### config.mk
export PLATFORM = sky130hd
export DESIGN_NAME = ebpf_ctrl
export DESIGN_NICKNAME = d
export VERILOG_FILES = /design/src/rtl/ebpf_pkg.sv /design/src/rtl/ebpf_ctrl.sv
export SDC_FILE = /design/constraint.sdc
export NUM_CORES = 1
export LEC_CHECK = 0
export BUFFER_PORTS_ARGS = -buffer_cell sky130_fd_sc_hd__buf_2
export CELL_PAD_IN_SITES_DETAIL_PLACEMENT = 1
export CELL_PAD_IN_SITES_GLOBAL_PLACEMENT = 1
export CORE_AREA = 2 2 39 41
export DETAILED_ROUTE_END_ITERATION = 8
export DIE_AREA = 0 0 41 43
export PLACE_DENSITY = 0.61
export SKIP_LAST_GASP = 1
export SYNTH_ARGS = -nofsm -noshare
export SYNTH_HDL_FRONTEND = slang
export SYNTH_SLANG_ARGS = --single-unit
### constraint.sdc
create_clock -name clk -period 2.38 [get_ports clk]
set_input_delay 0.119 -clock clk [delete_from_list [all_inputs] [get_ports clk]]
set_output_delay 0.119 -clock clk [all_outputs]
set_load 0.01 [all_outputs]
### src/rtl/ebpf_pkg.sv
package ebpf_pkg;

	localparam int unsigned XLEN = 64;
	localparam int unsigned NUM_GPR = 10;
	localparam logic [3:0] FP_INDEX = 4'd10;
	localparam logic [63:0] SIGN_BIT = 64'h8000_0000_0000_0000;
	localparam logic [3:0] SHIFT_MASK = 4'd15;

	localparam logic [2:0] CLS_JMP = 3'd5;
	localparam logic [2:0] CLS_ALU64 = 3'd7;
	localparam logic [7:0] OP_LDDW = 8'h18;

	localparam logic [3:0] ALU_ADD = 4'h0;
	localparam logic [3:0] ALU_SUB = 4'h1;
	localparam logic [3:0] ALU_MUL = 4'h2;
	localparam logic [3:0] ALU_DIV = 4'h3;
	localparam logic [3:0] ALU_OR = 4'h4;
	localparam logic [3:0] ALU_AND = 4'h5;
	localparam logic [3:0] ALU_LSH = 4'h6;
	localparam logic [3:0] ALU_RSH = 4'h7;
	localparam logic [3:0] ALU_NEG = 4'h8;
	localparam logic [3:0] ALU_MOD = 4'h9;
	localparam logic [3:0] ALU_XOR = 4'ha;
	localparam logic [3:0] ALU_MOV = 4'hb;
	localparam logic [3:0] ALU_ARSH = 4'hc;

	localparam logic [3:0] JMP_JA = 4'h0;
	localparam logic [3:0] JMP_JEQ = 4'h1;
	localparam logic [3:0] JMP_JGT = 4'h2;
	localparam logic [3:0] JMP_JGE = 4'h3;
	localparam logic [3:0] JMP_JSET = 4'h4;
	localparam logic [3:0] JMP_JNE = 4'h5;
	localparam logic [3:0] JMP_JSGT = 4'h6;
	localparam logic [3:0] JMP_JSGE = 4'h7;
	localparam logic [3:0] JMP_EXIT = 4'h9;
	localparam logic [3:0] JMP_JLT = 4'ha;
	localparam logic [3:0] JMP_JLE = 4'hb;
	localparam logic [3:0] JMP_JSLT = 4'hc;
	localparam logic [3:0] JMP_JSLE = 4'hd;

	typedef enum logic [2:0] {
		ST_IDLE,
		ST_EXEC,
		ST_MUL,
		ST_DIV,
		ST_DONE
	} ctrl_state_t;

	typedef struct packed {
		logic load;
		logic mul_step;
		logic div_start;
		logic commit;
	} ctrl_cmd_t;

	typedef struct packed {
		logic is_mul;
		logic is_div;
		logic mul_done;
		logic div_done;
	} dp_status_t;

endpackage

### src/rtl/ebpf_ctrl.sv
module ebpf_ctrl import ebpf_pkg::*; (
	input logic clk,
	input logic arst_n,
	input logic in_valid,
	output logic in_ready,
	input logic out_ready,
	output logic out_valid,
	input dp_status_t status,
	output ctrl_cmd_t cmd
);

	ctrl_state_t state_q, state_d;
	logic out_valid_q;
	logic out_free;

	assign out_free = !out_valid_q || out_ready;

	always_ff @(posedge clk or negedge arst_n) begin
		if (!arst_n) begin
			state_q <= ST_IDLE;
			out_valid_q <= 1'b0;
		end else begin
			state_q <= state_d;
			if (cmd.commit) begin
				out_valid_q <= 1'b1;
			end else if (out_ready) begin
				out_valid_q <= 1'b0;
			end
		end
	end

	always_comb begin
		state_d = state_q;
		cmd = '0;
		in_ready = 1'b0;
		case (state_q)
			ST_IDLE: begin
				in_ready = 1'b1;
				if (in_valid) begin
					cmd.load = 1'b1;
					state_d = ST_EXEC;
				end
			end
			ST_EXEC: begin
				if (status.is_mul) begin
					state_d = ST_MUL;
				end else if (status.is_div) begin
					cmd.div_start = 1'b1;
					state_d = ST_DIV;
				end else if (out_free) begin
					cmd.commit = 1'b1;
					state_d = ST_IDLE;
				end
			end
			ST_MUL: begin
				cmd.mul_step = 1'b1;
				if (status.mul_done) begin
					state_d = ST_DONE;
				end
			end
			ST_DIV: begin
				if (status.div_done) begin
					state_d = ST_DONE;
				end
			end
			ST_DONE: begin
				if (out_free) begin
					cmd.commit = 1'b1;
					state_d = ST_IDLE;
				end
			end
			default: begin
				state_d = ST_IDLE;
			end
		endcase
	end

	assign out_valid = out_valid_q;

endmodule

Yosys cells after proc, flatten, opt, wreduce, memory -nomap -nowiden --
Cells that the tools add are included.
Storage, ports and cells: input port bits 8, output and inout bits 6, flip-flop bits (word level) 4, word-level logic and storage cells 33
Cells by class: equal/unequal tests 7, mux-type cells 19, reductions and logical operators 5
Operator list (number):
- two-way mux 3 bit | 6
- one-hot mux 3 bit (5 select lines) | 1
- two-way mux 1 bit | 10
- equality test 3 x 2 -> 1 bit (second input constant) | 2
- != test 2 bit (second input constant) | 3
- equality test 3 x 1 -> 1 bit (second input constant) | 1
- equality test 3 bit (second input constant) | 1
- zero test 3 bit | 1
- AND reduction 3 bit | 1
- two-way mux 2 bit | 1
- one-hot mux 1 bit (2 select lines) | 1
- nonzero test 2 bit | 1
- zero test 1 bit | 1
- logical OR 1 bit | 1

Logic depth before layout (Yosys ltp) --
Gate-level depths: netlist (run 1).
depth in word-level cells 7, depth in mapped cells 4

Worst setup path after synthesis (run 1) --
Ideal clock, no wire load.
path kind register to output, start register state_q[2], end output cmd[0] (netlist name), setup slack 1.285 ns, arrival 0.976 ns, buffers on the path 0, cell stages (with the launch flop) 4, path through dfrtp_1 -> nor4b_2 -> o21bai_1 -> nor2b_1
RTL lines:
- start, declared | RTL line ebpf_ctrl.sv:12 | ctrl_state_t state_q, state_d;
- start signal, assigned | RTL line ebpf_ctrl.sv:23 | state_q <= state_d;
- end, declared | RTL line ebpf_ctrl.sv:9 | output ctrl_cmd_t cmd

==> results.yml, run 1 <==
yosys:
  synth_compound_area_frac: 0.147
  synth_seq_area_share: 0.356
  synth_area_leaders: "dfrtp_1 (36%), nand2b_1 (6.7%), nor2b_1 (6.7%)"
  synth_cells: 31
  yosys.area_share.xor_xnor: 0
  synth.area.mux_share: 0.0356
  ys_warn_count: 0
  synthSimpleGateAreaFrac: 0.409
  ys_ff_latch: 4
  yosysTopAreaCell: "dfrtp_1"
  syn_avg_cell_area_um2: 9.08
  synth-adder-area-share: 0
  synth_nets: 39
  netlist_area_um2: 282
  yosysTopAreaCellShare: 0.356
  synth.distinct_cells: 18
  synth_top_family_by_area: "simple AND/OR/NAND/NOR gates"
sta:
  setup_viol: 0
  rsz0062_at_grt: "no"
  final_hold_viol_count: 0
  slew_violations: 0
  hold_slack_ns: 0.218
  fmax_ghz: 0.682
  fin_ws_ns: 0.914
  final.setup.tns_ns: 0
  worst_pin_slew_ns: 0.279
  relSlewSlack: 0.814
  min_period_ns: 1.47
  min_period_over_period: 0.616
  fin_skew_ns: 0.00165
critical_path:
  worstPathCellList: "nor4b_2, o21bai_1, nor2b_1, buf_2"
  cp-start-kind: "flop"
  cp_slowest_stage_delay_ns: 0.46
  path_class: "reg -> out"
  crit_family: "flip-flops"
  critPathSlowestCell: "dfrtp_1"
  r2r_end: "state_q[0]"
  crit_path_max_fanout: 8
  critPathBufInv: 1
  arrival_ns: 1.35
  r2r-start: "state_q[1]"
  required_ns: 2.26
  rr_worst_depth: 3
  crit_path_end_kind: "output port"
  r2r_setup_slack_ns: 1.27
die:
  num_rows: 14
  dieArea_um2: 1760
  die_w_um: 41
  initial_core_util: 0.203
  core_area_um2: 1380
  ios: 14
  die_h_um: 43
clocking:
  cts_buffers: 3
  htreeDepth: 1
  clkLatencyLatePin_ns: 0.23
  tritoncts: "yes"
  post_cts_buffers: 0
  cts_root_buf: "clkbuf_4"
  cts.reportedPaths.clkPinSlew_ns: 0.04
  cts_buffer_depth: 2
  cts_sinks: 4
global_route:
  grt_pass1_vias: 280
  met1_usage: 0.120
  antenna_found_initial: 0
  grt-ovfl-total: 0
  grt_max_degree: 12
  busiest_layer: "met2"
  grtUsageMet2: 0.131
  grt_util_met3: 0.0471
  grt_usage: 0.0915
  grt_pass1_wl_um: 1120
run_status:
  outcome: "completed"
placement:
  dp_hpwl_um: 562
  dp_slack_ns: 1.15
  dpl-instance-area_um2: 352
  dp_cells: 58
  place.gp.congestion: 0.682
  port_buffers: 13
cells_and_area:
  drive_gt1_frac: 0.391
  nets: 56
  stdcell_area_um2: 384
  area_growth_pct: 36.4
  stdcell_count: 62
  n_antenna_cell: 0
power_and_ir_drop:
  powerDensity_nw_per_um2: 1020
  p_leak_nw: 0.185
  irDropWorstVdd_mv: 0.329
routing:
  viasPerCell: 4.63
  post_drt_wl_per_cell_um: 11.0
  wl_um: 681
  drt-initial-drc-count: 2
  vias: 287
  drc: 0
  ant_nets: 0
  dr.pass1.iters: 3
flow_run:
  cap_violations: 0
worst_hold_path:
  worstHoldPathType: "in -> async"
-- report_power, final --
part | switching, mW | internal (mW)
combinational | 0.0768 | 0.0907
clock | 0.0255 | 0.0563
sequential | 0.0482 | 0.0928
-- how the worst max path moves through the flow --
stage / slack (ns) / from / to / cells after the start
2_1_floorplan: 1.28 / state_q[2] / cmd[0] / 3
3_3_place_gp: 1.16 / state_q[0] / cmd[0] / 4
3_5_place_dp: 1.15 / state_q[2] / cmd[0] / 4
4_1_cts: 0.88 / state_q[2] / cmd[0] / 4
5_1_grt: 0.81 / state_q[0] / cmd[0] / 4
6_report: 0.91 / state_q[2] / cmd[0] / 4
-- metal layers --
layer	share of wire	wire length, um
met5	0	0
met4	0	0
met2	0.47	323
met1	0.44	303
met3	0.081	55
-- stage by stage --
stage	total power, mW	util
floorplan	0.261	-
global placement	0.310	0.254
detailed placement	0.312	0.254
CTS	0.401	0.278
global route	0.428	0.278
finish	0.390	0.278
-- flip-flops by register name, indices dropped and copies added (netlist names) --
register and cells:
out_valid 1, state_q 3
-- Yosys cell counts (all sizes together) --
library cell,count
o21ai,2
dfrtp,4
o21bai,1
nor2b,3
nor2,1
o22ai,1
or2,1
nor3,3
a21oi,2
mux2i,1
nor4b,2
a21o,1
nand3b,1
nand2b,4
nand2,2
buf,2
-- cell families after synthesis --
| family | count (synthesis) |
|---|---|
| buffers and inverters | 2 |
| AO/OA/AOI/OAI | 7 |
| multiplexers | 1 |
| flip-flops | 4 |
| AND/OR/NAND/NOR | 17 |
-- cell type report --
cell class | instances | area, um^2
fill | 180 | 1000
clock buffer | 3 | 22.5
timing repair buffer | 14 | 75.1
sequential | 4 | 100
multi-input combinational | 25 | 166
tap | 16 | 20.0
-- placed cells by master (no fill, tap or decap), drive strengths merged, types with 2 or more instances in the layout --
| cell | instances |
|---|---|
| clkbuf | 3 |
| a21oi | 2 |
| nand2b | 4 |
| nor3 | 3 |
| nor2b | 3 |
| o21ai | 2 |
| dfrtp | 4 |
| buf | 13 |
| nand2 | 2 |
| nor4b | 2 |
-- timing repair --
action | CTS | global route
hold endpoints to repair | 4 | 0
resized for setup | 0 | 0
hold buffers | 1 | 0
Note: power is estimated with default switching activity, not from simulation.
==> run 2: changes to the inputs <==
- PLACE_DENSITY: 0.61 -> 0.63
- clock period: 2.38 -> 1.22 ns (I/O delays scaled with it)
==> run 2 against run 1 <==
  * The flow now finishes with violations (setup timing)
  * Clock skew shrank 0.0010 ns
  * Design area grew 21%
  * Die area is the same
  * Clock-buffer cell count is the same
  * Via count grew 2.8%
  * Sequential share of layout area shrank 3.7 points
  * Largest cell class unchanged
  * Highest routed layer unchanged
==> results.yml, run 2 (synthesized netlist as in run 1, its figures left out) <==
critical_path:
  crit_family: "flip-flops"
  path_depth: 4
  r2r-start: "state_q[1]"
  r2r_end: "state_q[0]"
  critPathBufInv: 1
  critPathSlowestCell: "dfrtp_2"
  crit_path_max_fanout: 3
  required_ns: 1.16
  cp-start-kind: "flop"
  worstPathCellList: "nor4b_4, o21bai_1, nor2b_1, buf_2"
  cp_slowest_stage_delay_ns: 0.42
  worstSetupStartpoint: "state_q[2]"
  path_class: "reg -> out"
  r2r_setup_slack_ns: 0.12
  arrival_ns: 1.27
  rr_worst_depth: 3
  crit_end: "cmd[0]"
  crit_path_end_kind: "output port"
global_route:
  grt-ovfl-total: 0
  grt_pass1_vias: 290
  grt_pass1_wl_um: 1240
  grt_max_degree: 8
  grt_usage: 0.110
  antenna_found_initial: 0
die:
  num_rows: 14
  die_h_um: 43
  initial_core_util: 0.203
  dieArea_um2: 1760
  die_w_um: 41
  ios: 14
  core_area_um2: 1380
placement:
  dp_hpwl_um: 569
  port_buffers: 13
  place.gp.congestion: 0.758
  dp_cells: 60
clocking:
  htreeDepth: 1
  clkLatencyLatePin_ns: 0.23
  cts_buffers: 3
  cts_sinks: 4
  cts.reportedPaths.clkPinSlew_ns: 0.04
  tritoncts: "yes"
  cts_buffer_depth: 2
  cts_root_buf: "clkbuf_4"
cells_and_area:
  regArea_um2: 104
  multi_input_area_um2: 198
  drive_gt1_frac: 0.588
  top_register: "state_q"
  largest_reg_flops: 3
  area_growth_pct: 64.9
  final_common_cell: "buf_2"
  n_antenna_cell: 0
  stdcell_count: 67
  nets: 61
  fillCellCount: 177
routing:
  vias: 295
  drc: 0
  dr.pass1.iters: 5
  wl_um: 803
  post_drt_wl_per_cell_um: 12.0
  viasPerCell: 4.40
  drt-initial-drc-count: 5
  ant_nets: 0
sta:
  setup_viol: 4
  fin_ws_ns: -0.114
  fin_skew_ns: 0.000618
  rsz0062_at_grt: "yes"
  final_hold_viol_count: 0
  fmax_ghz: 0.749
  min_period_over_period: 1.09
  min_period_ns: 1.33
  relSlewSlack: 0.826
  worst_pin_slew_ns: 0.258
  slew_violations: 0
power_and_ir_drop:
  seq_power_share: 0.273
  power_frac_clock: 0.172
  finalPower_mw: 0.949
  p_switching_mw: 0.353
  p_leak_nw: 0.220
  irDropWorstVdd_mv: 0.498
  p_sw_frac: 0.373
  powerDensity_nw_per_um2: 2040
  pwr-share-comb: 0.555
  power.internal_mw: 0.595
flow_run:
  cap_violations: 0
run_status:
  violations: "setup timing"
  outcome: "complete, but fails checks"
worst_hold_path:
  worstHoldPathType: "in -> reg"
run 2: worst min path at each step:
| stage | from | endpoint | slack (ns) | cells after the start |
|---|---|---|---|---|
| 5_1_grt | arst_n | state_q[2] | 0.16 | 2 |
| 3_3_place_gp | arst_n | out_valid | -0.13 | 1 |
| 4_1_cts | status[1] | state_q[1] | 0.15 | 4 |
| 6_report | status[1] | state_q[1] | 0.15 | 4 |
| 3_5_place_dp | arst_n | out_valid | -0.13 | 1 |
| 2_1_floorplan | arst_n | out_valid | -0.23 | 0 |
run 2: metrics by stage:
stage | util | hold WS [ns] | TNS [ns] | setup WS, ns | instance area [um^2]
4_1_cts | 0.314 | 0.154 | -0.162 | -0.0996 | 434
6_report | 0.335 | 0.152 | -0.331 | -0.114 | 464
3_3_place_gp | 0.265 | -0.129 | 0 | 0.112 | 367
5_1_grt | 0.335 | 0.165 | -0.684 | -0.185 | 464
2_1_floorplan | - | -0.235 | 0 | 0.183 | 282
3_5_place_dp | 0.265 | -0.129 | 0 | 0.0332 | 367
run 2: final cells by class:
cell class,count,share of cell area
multi-input combinational,25,0.426
timing repair buffer,19,0.259
sequential,4,0.224
clock buffer,3,0.0485
tap,16,0.0431
run 2: routing by layer:
| metal | global-route usage | wire length (um) | vias up |
|---|---|---|---|
| met5 | 0 | 0 | - |
| met4 | 0.0800 | 0 | 0 |
| met3 | 0.0314 | 54 | 0 |
| met2 | 0.159 | 410 | 11 |
| met1 | 0.130 | 339 | 136 |
| li1 | - | - | 148 |
run 2: timing repair:
item,4_1_cts,5_1_grt
gates resized for setup,5,5
hold endpoints to repair,4,0
buffers inserted,2,1
pin swaps,1,2
setup endpoints to repair,5,5
hold buffers,1,0
run 2: worst reg2reg max path, stage by stage (launching register included):
cell and delay (ns):
dfrtp_2 0.45, nor4b_1 0.31, o21ai_0 0.13, a21oi_1 0.13
run 2: power groups by stage:
| stage | Sequential [mW] | Combinational [mW] | Clock (mW) |
|---|---|---|---|
| after detailed placement | 0.256 | 0.386 | 0 |
| after CTS | 0.249 | 0.477 | 0.170 |
| after global routing | 0.269 | 0.581 | 0.184 |
| after floorplan | 0.217 | 0.291 | 0 |
| after global placement | 0.256 | 0.386 | 0 |
| final | 0.259 | 0.526 | 0.163 |
==> run 3: changes to the inputs <==
- CTS_BUF_LIST: not set -> sky130_fd_sc_hd__clkbuf_8
==> run 3 against run 2 <==
  * The run still ends with setup timing left
  * Sequential power down 3%
  * Power grew 9.0%
  * Global-route usage fell by 0.20 points
  * Largest cell class unchanged
==> results.yml, run 3 (synthesized netlist as in run 1, its figures left out) <==
flow_run:
  cap_violations: 0
critical_path:
  critPathSlowestCell: "dfrtp_1"
  cp-start-kind: "flop"
  required_ns: 1.16
  rr_worst_depth: 5
  path_class: "reg -> out"
  crit_path_max_fanout: 3
  cp_slowest_stage_delay_ns: 0.42
  arrival_ns: 1.25
  crit_path_end_kind: "output port"
  worstPathCellList: "nor4b_4, o21bai_1, nor2b_1, buf_2"
clocking:
  cts.reportedPaths.clkPinSlew_ns: 0.03
  tritoncts: "yes"
  clkLatencyLatePin_ns: 0.22
  cts_buffer_depth: 2
  cts_buffers: 3
  cts_sinks: 4
  htreeDepth: 1
  cts_root_buf: "clkbuf_8"
routing:
  drc: 0
  met3_wirelength_um: 49
  drt-initial-drc-count: 2
  post_drt_wl_per_cell_um: 11.9
  wl_um: 800
  met1_length_um: 356
  viasPerCell: 4.40
  dr.pass1.iters: 2
  vias: 295
  dr_wl_met2_um: 381
  ant_nets: 0
  highest_layer: "met4"
run_status:
  outcome: "complete, but fails checks"
  violations: "setup timing"
placement:
  dpl-instance-area_um2: 367
  dp_hpwl_um: 569
  dp_cells: 60
  port_buffers: 13
  place.gp.congestion: 0.758
sta:
  final_hold_viol_count: 0
  fin_ws_ns: -0.0953
  rsz0062_at_grt: "yes"
  fmax_ghz: 0.760
  hold_slack_ns: 0.168
  setup_viol: 2
  worst_pin_slew_ns: 0.261
  slew_violations: 0
  min_period_ns: 1.32
  min_period_over_period: 1.08
  final.setup.tns_ns: -0.137
  relSlewSlack: 0.824
  fin_skew_ns: 0.000157
die:
  die_h_um: 43
  dieArea_um2: 1760
  ios: 14
  core_area_um2: 1380
  die_w_um: 41
  initial_core_util: 0.203
  num_rows: 14
cells_and_area:
  drive_gt1_frac: 0.529
  utilization: 0.336
  n_antenna_cell: 0
  stdcell_count: 67
  final_cell_mix: "buf_2 (13), buf_4 (4), nor2b_1 (3), nand2b_1 (3), clkbuf_8 (3)"
  largest_reg_flops: 3
  stdcell_area_um2: 465
  top_register: "state_q"
  nets: 61
  area_growth_pct: 65.3
  final_common_cell: "buf_2"
global_route:
  grt_pass1_vias: 285
  grt_pass1_wl_um: 1210
  antenna_found_initial: 0
  grt_max_degree: 8
  grt-ovfl-total: 0
  grt_usage: 0.108
power_and_ir_drop:
  p_leak_nw: 0.224
  irDropWorstVdd_mv: 0.601
  powerDensity_nw_per_um2: 2220
worst_hold_path:
  worstHoldPathType: "in -> reg"
  min_path_cells: 4
run 3: final timing paths:
kind	start	end	slack (ns)
setup / recovery	state_q[2]	cmd[0]	-0.1
hold / removal	status[1]	state_q[1]	0.17
setup reg to reg	state_q[0]	state_q[1]	0.11
hold reg to reg	out_valid	out_valid	0.56
max in group asynchronous	arst_n	state_q[0]	0.91
min in group asynchronous	arst_n	out_valid	0.18
run 3: area by class of cell:
type	instances	area, um^2
Clock buffer	3	41.3
Tap cell	16	20.0
Multi-Input combinational cell	25	185
Fill cell	176	918
Sequential cell	4	103
Timing Repair Buffer	19	116
run 3: timing repair:
action | 4_1_cts | 5_1_grt
hold buffers | 1 | 0
resized for setup | 2 | 4
endpoints found under the hold margin | 4 | 0
setup endpoints to repair | 2 | 5
setup buffers | 2 | 1
pin swaps | 1 | 0
run 3: critical path: cells and delay by family, from the launching register on:
kind                   cells  cell delay [ns]
AO/OA/AOI/OAI              1             0.11
buffers and inverters      1             0.14
flip-flops                 1             0.42
AND/OR/NAND/NOR            2             0.37
run 3: layer usage:
metal	track usage	vias to the layer above
met1	0.130	132
met5	0	-
met3	0.0314	2
li1	-	148
met4	0.0800	0
met2	0.153	13
run 3: stage by stage:
| stage | setup slack [ns] | power, mW |
|---|---|---|
| after floorplan | 0.183 | 0.509 |
| after global placement | 0.112 | 0.642 |
| after detailed placement | 0.0332 | 0.642 |
| after CTS | -0.0747 | 0.985 |
| after global routing | -0.159 | 1.11 |
| final | -0.0953 | 1.03 |
run 3: report_power, final:
part | leakage (nW) | total, mW | switching, mW | internal [mW]
logic | 0.153 | 0.505 | 0.226 | 0.279
clock network | 0.0216 | 0.278 | 0.0678 | 0.210
registers | 0.0496 | 0.252 | 0.0645 | 0.187
total | 0.224 | 1.03 | 0.358 | 0.677
